--- src/rtl/cts_pkg.sv ---
`timescale 1ns / 1ps
// ----------------------------------------------------------------------------
// cts_pkg
// Shared types and constants for the top-k cosine similarity search block.
// ----------------------------------------------------------------------------
package cts_pkg;
	localparam int MAX_DIM      = 4096;
	localparam int MAX_TOPK     = 16;
	localparam int ELEMENT_BITS = 16;
	localparam int ACC_BITS     = 44;
	localparam int IDX_BITS     = 12;
	localparam int CNT_BITS     = 13;
	localparam int TAG_BITS     = 32;
	localparam int RANK_BITS    = 4;
	localparam int ROOT_BITS    = 22;
	localparam int DEN_BITS     = 44;
	localparam int NUM_BITS     = 59;
	localparam logic [CNT_BITS-1:0] COUNT_MAX = 13'd8191;

	typedef enum logic [1:0] {
		OP_CLEAR  = 2'd0,
		OP_QUERY  = 2'd1,
		OP_CAND   = 2'd2,
		OP_REPORT = 2'd3
	} op_t;

	typedef enum logic {
		REG_TOPK = 1'b0,
		REG_VLEN = 1'b1
	} reg_t;

	typedef enum logic [2:0] {
		ST_IDLE,
		ST_ACC,
		ST_SCORE,
		ST_INSERT,
		ST_REPORT
	} state_t;

	typedef enum logic [2:0] {
		SC_IDLE,
		SC_SQRT,
		SC_MUL,
		SC_DIV,
		SC_SAT
	} score_state_t;

	typedef struct packed {
		logic                    start;
		logic [ACC_BITS-1:0]     dot;
		logic [ACC_BITS-1:0]     qsum;
		logic [ACC_BITS-1:0]     csum;
	} score_req_t;

	typedef struct packed {
		logic                    done;
		logic signed [15:0]      score;
	} score_rsp_t;
endpackage

--- src/rtl/cts_score.sv ---
`timescale 1ns / 1ps
// ----------------------------------------------------------------------------
// cts_score
// Iterative cosine score: two bit-pair square roots, one 22x22 multiply,
// then a restoring divide one quotient bit per cycle, then saturation.
// ----------------------------------------------------------------------------
module cts_score (
	input  logic                clk,
	input  logic                arst_n,
	input  cts_pkg::score_req_t req,
	output cts_pkg::score_rsp_t rsp
);
	import cts_pkg::*;

	score_state_t          st_q, st_d;
	logic [5:0]            cnt_q;
	logic [ACC_BITS-1:0]   xq_q, xc_q;
	logic [ROOT_BITS-1:0]  rq_q, rc_q;
	logic [ACC_BITS+1:0]   remq_q, remc_q;
	logic                  neg_q;
	logic [NUM_BITS-1:0]   num_q;
	logic [DEN_BITS-1:0]   den_q;
	logic [DEN_BITS:0]     drem_q;
	logic [NUM_BITS-1:0]   quo_q;
	logic                  zero_q;
	logic signed [15:0]    score_q;
	logic                  done_q;

	logic [ACC_BITS+1:0]   trq, trc, nremq, nremc;
	logic [ROOT_BITS-1:0]  nrq, nrc;
	logic [DEN_BITS:0]     dsh;
	logic [ACC_BITS-1:0]   mag;

	// one root bit per cycle for both norms
	always_comb begin
		nremq = {remq_q[ACC_BITS-1:0], xq_q[ACC_BITS-1 -: 2]};
		trq   = {{(ACC_BITS+2-ROOT_BITS-2){1'b0}}, rq_q, 2'b01};
		nrq   = {rq_q[ROOT_BITS-2:0], 1'b0};
		if (nremq >= trq) begin
			nremq = nremq - trq;
			nrq[0] = 1'b1;
		end
		nremc = {remc_q[ACC_BITS-1:0], xc_q[ACC_BITS-1 -: 2]};
		trc   = {{(ACC_BITS+2-ROOT_BITS-2){1'b0}}, rc_q, 2'b01};
		nrc   = {rc_q[ROOT_BITS-2:0], 1'b0};
		if (nremc >= trc) begin
			nremc = nremc - trc;
			nrc[0] = 1'b1;
		end
		dsh = {drem_q[DEN_BITS-1:0], num_q[NUM_BITS-1]};
		mag = req.dot[ACC_BITS-1] ? (~req.dot + 1'b1) : req.dot;
	end

	// sequencer next state
	always_comb begin
		st_d = st_q;
		unique case (st_q)
			SC_IDLE: if (req.start) begin
				st_d = SC_SQRT;
			end
			SC_SQRT: if (cnt_q == 6'd0) begin
				st_d = SC_MUL;
			end
			SC_MUL:  st_d = zero_q ? SC_SAT : SC_DIV;
			SC_DIV:  if (cnt_q == 6'd0) begin
				st_d = SC_SAT;
			end
			SC_SAT:  st_d = SC_IDLE;
			default: st_d = SC_IDLE;
		endcase
	end

	// sequencer state and done pulse
	always_ff @(posedge clk or negedge arst_n) begin
		if (!arst_n) begin
			st_q   <= SC_IDLE;
			done_q <= 1'b0;
		end else begin
			st_q   <= st_d;
			done_q <= (st_q == SC_SAT);
		end
	end

	// datapath
	always_ff @(posedge clk) begin
		case (st_q)
			SC_IDLE: begin
				xq_q   <= req.qsum;
				xc_q   <= req.csum;
				rq_q   <= '0;
				rc_q   <= '0;
				remq_q <= '0;
				remc_q <= '0;
				cnt_q  <= 6'(ACC_BITS/2 - 1);
				neg_q  <= req.dot[ACC_BITS-1];
				num_q  <= {mag, 15'd0};
				zero_q <= (req.qsum == '0) || (req.csum == '0);
			end
			SC_SQRT: begin
				xq_q   <= {xq_q[ACC_BITS-3:0], 2'b00};
				xc_q   <= {xc_q[ACC_BITS-3:0], 2'b00};
				remq_q <= nremq;
				remc_q <= nremc;
				rq_q   <= nrq;
				rc_q   <= nrc;
				cnt_q  <= cnt_q - 6'd1;
			end
			SC_MUL: begin
				den_q  <= {{(DEN_BITS-ROOT_BITS){1'b0}}, rq_q}
					* {{(DEN_BITS-ROOT_BITS){1'b0}}, rc_q};
				drem_q <= '0;
				quo_q  <= '0;
				cnt_q  <= 6'(NUM_BITS - 1);
			end
			SC_DIV: begin
				if (dsh >= {1'b0, den_q}) begin
					drem_q <= dsh - {1'b0, den_q};
					quo_q  <= {quo_q[NUM_BITS-2:0], 1'b1};
				end else begin
					drem_q <= dsh;
					quo_q  <= {quo_q[NUM_BITS-2:0], 1'b0};
				end
				num_q <= {num_q[NUM_BITS-2:0], 1'b0};
				cnt_q <= cnt_q - 6'd1;
			end
			SC_SAT: begin
				if (zero_q) begin
					score_q <= 16'sh8000;
				end else if (neg_q) begin
					score_q <= (quo_q >= NUM_BITS'(32768)) ? 16'sh8000
						: 16'(-quo_q[15:0]);
				end else begin
					score_q <= (quo_q >= NUM_BITS'(32767)) ? 16'sh7fff
						: 16'(quo_q[15:0]);
				end
			end
			default: ;
		endcase
	end

	assign rsp.done  = done_q;
	assign rsp.score = score_q;
endmodule

--- config.mk ---
export PLATFORM = sky130hd
export DESIGN_NAME = cts_score
export DESIGN_NICKNAME = d
export VERILOG_FILES = /design/src/rtl/cts_pkg.sv /design/src/rtl/cts_score.sv
export SDC_FILE = /design/constraint.sdc
export NUM_CORES = 2
export LEC_CHECK = 0
export ABC_AREA = 1
export BUFFER_PORTS_ARGS = -buffer_cell sky130_fd_sc_hd__buf_2
export CAP_MARGIN = 10
export CORE_MARGIN = 10
export CORE_UTILIZATION = 25
export DETAILED_ROUTE_END_ITERATION = 10
export PLACE_DENSITY = 0.36
export SYNTH_ARGS = -nofsm -noshare
export SYNTH_HDL_FRONTEND = slang
export SYNTH_SLANG_ARGS = --single-unit
--- constraint.sdc ---
create_clock -name clk -period 22.7 [get_ports clk]
set_clock_uncertainty 0.2 [all_clocks]
set_input_delay 1.135 -clock clk [delete_from_list [all_inputs] [get_ports clk]]
set_output_delay 1.135 -clock clk [all_outputs]
set_load 0.05 [all_outputs]
==> reports/results.tsv <==
metric	value	unit
CP startpoint kind	register	
Hold Path Class	in -> async	
Mean Syn Cell Area	7.284	um^2
WL/cell	16.53	um
Yosys Warn Count	0	
CP Data Arrival Time	7680	ps
initial core utilization	25.08	%
register area	13160	um^2
status	finished clean	
residual DRC count	0	
chip height	450.8	um
synth top area cells	edfxtp_1, fa_1, nand2_1	
Setup-failing EPs final	0	
fraction of layout cells with a size suffix above 1	5.152	%
CP required	22910	ps
Post-Syn Instances	6371	
TritonCTS clock tree	built	
Post-Syn Nets	7160	
io pins	152	
post-synthesis sequential area ratio	28.36	%
GRT Resource Usage Total	14.39	%
Post-CTS Setup Bufs	0	
cell type with the largest total area after synthesis	edfxtp_1	
Worst-Skew Late Latency	670	ps
multi-input logic area	27200	um^2
Final ANT Viol Nets	0	
Yosys top cell area share	28.15	%
Remaining Overflow, GRT	0	
final setup margin	15230	ps
most frequent CP cell	fa_1	
Top FF cell, synth	edfxtp_1	
minimum clock period	7475	ps
ys async rst share	0.9112	%
Max stage delay on crit path	1040	ps
global-route wire length before repair	235000	um
post-DP HPWL	117000	um
CP max stage cell	edfxtp_1	
Via density	4.278	
clock slew at reported path FFs	60	ps
port bufs	151	
Pre-Repair DR Iteration Count	6	
drt initial violations	2137	
initial antenna violation count	1	
total number of vias	38430	
crit path cell chain	nand2_1 > inv_1 > fa_1 > fa_1 > inv_1 > fa_1 > inv_1 > fa_1 > fa_1 > fa_1 > inv_1 > fa_1 > inv_1 > ha_1 > nand2_1 > nor2_1 > inv_1 > nor2_1 > a21boi_0 > o21ai_0 > nand4_1 > nand2_1	
count of different cell masters after synthesis	52	
Filler cells	20600	
nets	7246	
Routed WL	148400	um
synth-to-layout area growth	11.49	%
cts bufs inserted	58	
slew margin rel.	23.58	%
Netlist Area Pre-Place	46410	um^2
r2r setup slk	15230	ps
core area	185000	um^2
register bit total from synthesis	439	
final hold violations	0	
Rows	158	
setup TNS	0	ps
Post-synth top cells	nand2_1, inv_1, nor2_1	
Final period util	32.93	%
die area	203300	um^2
crit path max fanout	23	
RSZ-0062 raised after global routing	no	
number of max-cap violations	0	
clk root buf	clkbuf_16	
chip width	450.8	um
largest net degree at the start of global routing	184	
final RePlAce weighted congestion	0.8644	
post-route cell area	51740	um^2
clock sink count	439	
most frequent cell after synthesis	nand2_1	
crit path kind	reg -> reg	
CTS HTree Levels	2	
Reg2Reg Depth	22	
worst slew pin tran	1146	ps
Worst setup EP type	register	
clock tree buffer depth	3	
number of antenna cells inserted	0	
Worst Setup Slack post-DPL	15140	ps
number of global-route vias before repair	40480	
Pins Over Slew Limit	0	
Post-DP Area	49950	um^2
Post-CTS Hold Buffers	0	
Post-synth EDFFs	435	
f_max	133.8	MHz
CTS resizes	0	
==> sequential cells by signal, indices dropped and copies added, names as in the netlist, 3 cells and up <==
| name | flops |
|---|---|
| cnt_q | 6 |
| den_q | 44 |
| drem_q | 44 |
| num_q | 44 |
| quo_q | 59 |
| rc_q | 22 |
| remc_q | 44 |
| remq_q | 44 |
| rq_q | 22 |
| score_q | 16 |
| st_q | 3 |
| xc_q | 44 |
| xq_q | 44 |
==> worst paths after layout <==
path                        endpoint      start
setup reg to reg           den_q[38]    rc_q[5]
min in group clk           num_q[55]  num_q[54]
setup / recovery           den_q[38]    rc_q[5]
hold / removal                done_q     arst_n
max in group asynchronous    st_q[2]     arst_n
hold reg to reg            num_q[55]  num_q[54]
==> logic make-up (layout without fill, tap and decap cells) <==
| kind of cell | after synthesis | in the layout | share of synthesized area [%] |
|---|---|---|---|
| AND/OR/NAND/NOR | 3197 | 3197 | 27.72 |
| buffers and inverters | 1595 | 1726 | 13.14 |
| adder cells (fa/ha/maj) | 654 | 654 | 24.07 |
| flip-flops | 439 | 439 | 28.36 |
| AO/OA/AOI/OAI | 363 | 363 | 4.381 |
| XOR/XNOR | 123 | 123 | 2.321 |
==> layer usage <==
metal	track usage, %	part of all wire, %	up-vias
li1	-	-	19440
met1	20.59	50	18270
met2	23.59	45	581
met3	1.510	3.3	133
met4	2.557	1.6	0
met5	0	0	-
==> cell type report <==
type	instances	area share (%)
clock buffer	69	2.926
clock inverter	36	0.5393
inverter	1422	10.33
multi-input combinational	4337	52.57
sequential	439	25.44
tap	2480	5.997
timing repair buffer	199	2.205
==> stage by stage <==
stage / utilization [%] / hold slack [ps] / cells
after detailed placement: 26.99 / 300.9 / 8877
after global routing: 27.96 / 38.27 / 8982
final: 27.96 / 80.89 / 8982
after global placement: 26.99 / 300.6 / 8877
after floorplan: - / 294.3 / 6371
after CTS: 27.96 / 14.41 / 8982
==> critical path, delay by kind of cell (launching register included) <==
| kind | cells | cell delay (ps) |
|---|---|---|
| buf+inv | 6 | 420 |
| simple gates | 6 | 920 |
| flops | 1 | 1040 |
| fa+ha+maj | 8 | 4010 |
| compound gates | 2 | 590 |
==> cell usage in the layout, fill, tap and decap left out, types with 4 or more instances in the layout <==
master and instances:
o21bai_1 38, buf_4 46, clkbuf_1 10, nor2_2 21, nand4_1 82, ha_1 256, o21ai_0 135, nand3_1 248
a21oi_1 134, nand2_1 1996, nand2_2 4, clkbuf_16 59, edfxtp_1 435, clkinvlp_4 4, nor3_1 43, nor4_1 17
and2_1 7, buf_2 151, fa_1 398, xnor2_1 35, nand3b_1 19, xor2_1 88, and3_1 4, clkinv_1 16
nor2_1 733, inv_1 1414, a31oi_1 14, or2_2 7, a21o_1 6, o21a_1 13, dfrtp_1 4, clkinv_2 11
a21oi_2 4
Power is not shown: default switching activity piles up to over one toggle a cycle in this logic, so the estimate is an artifact.
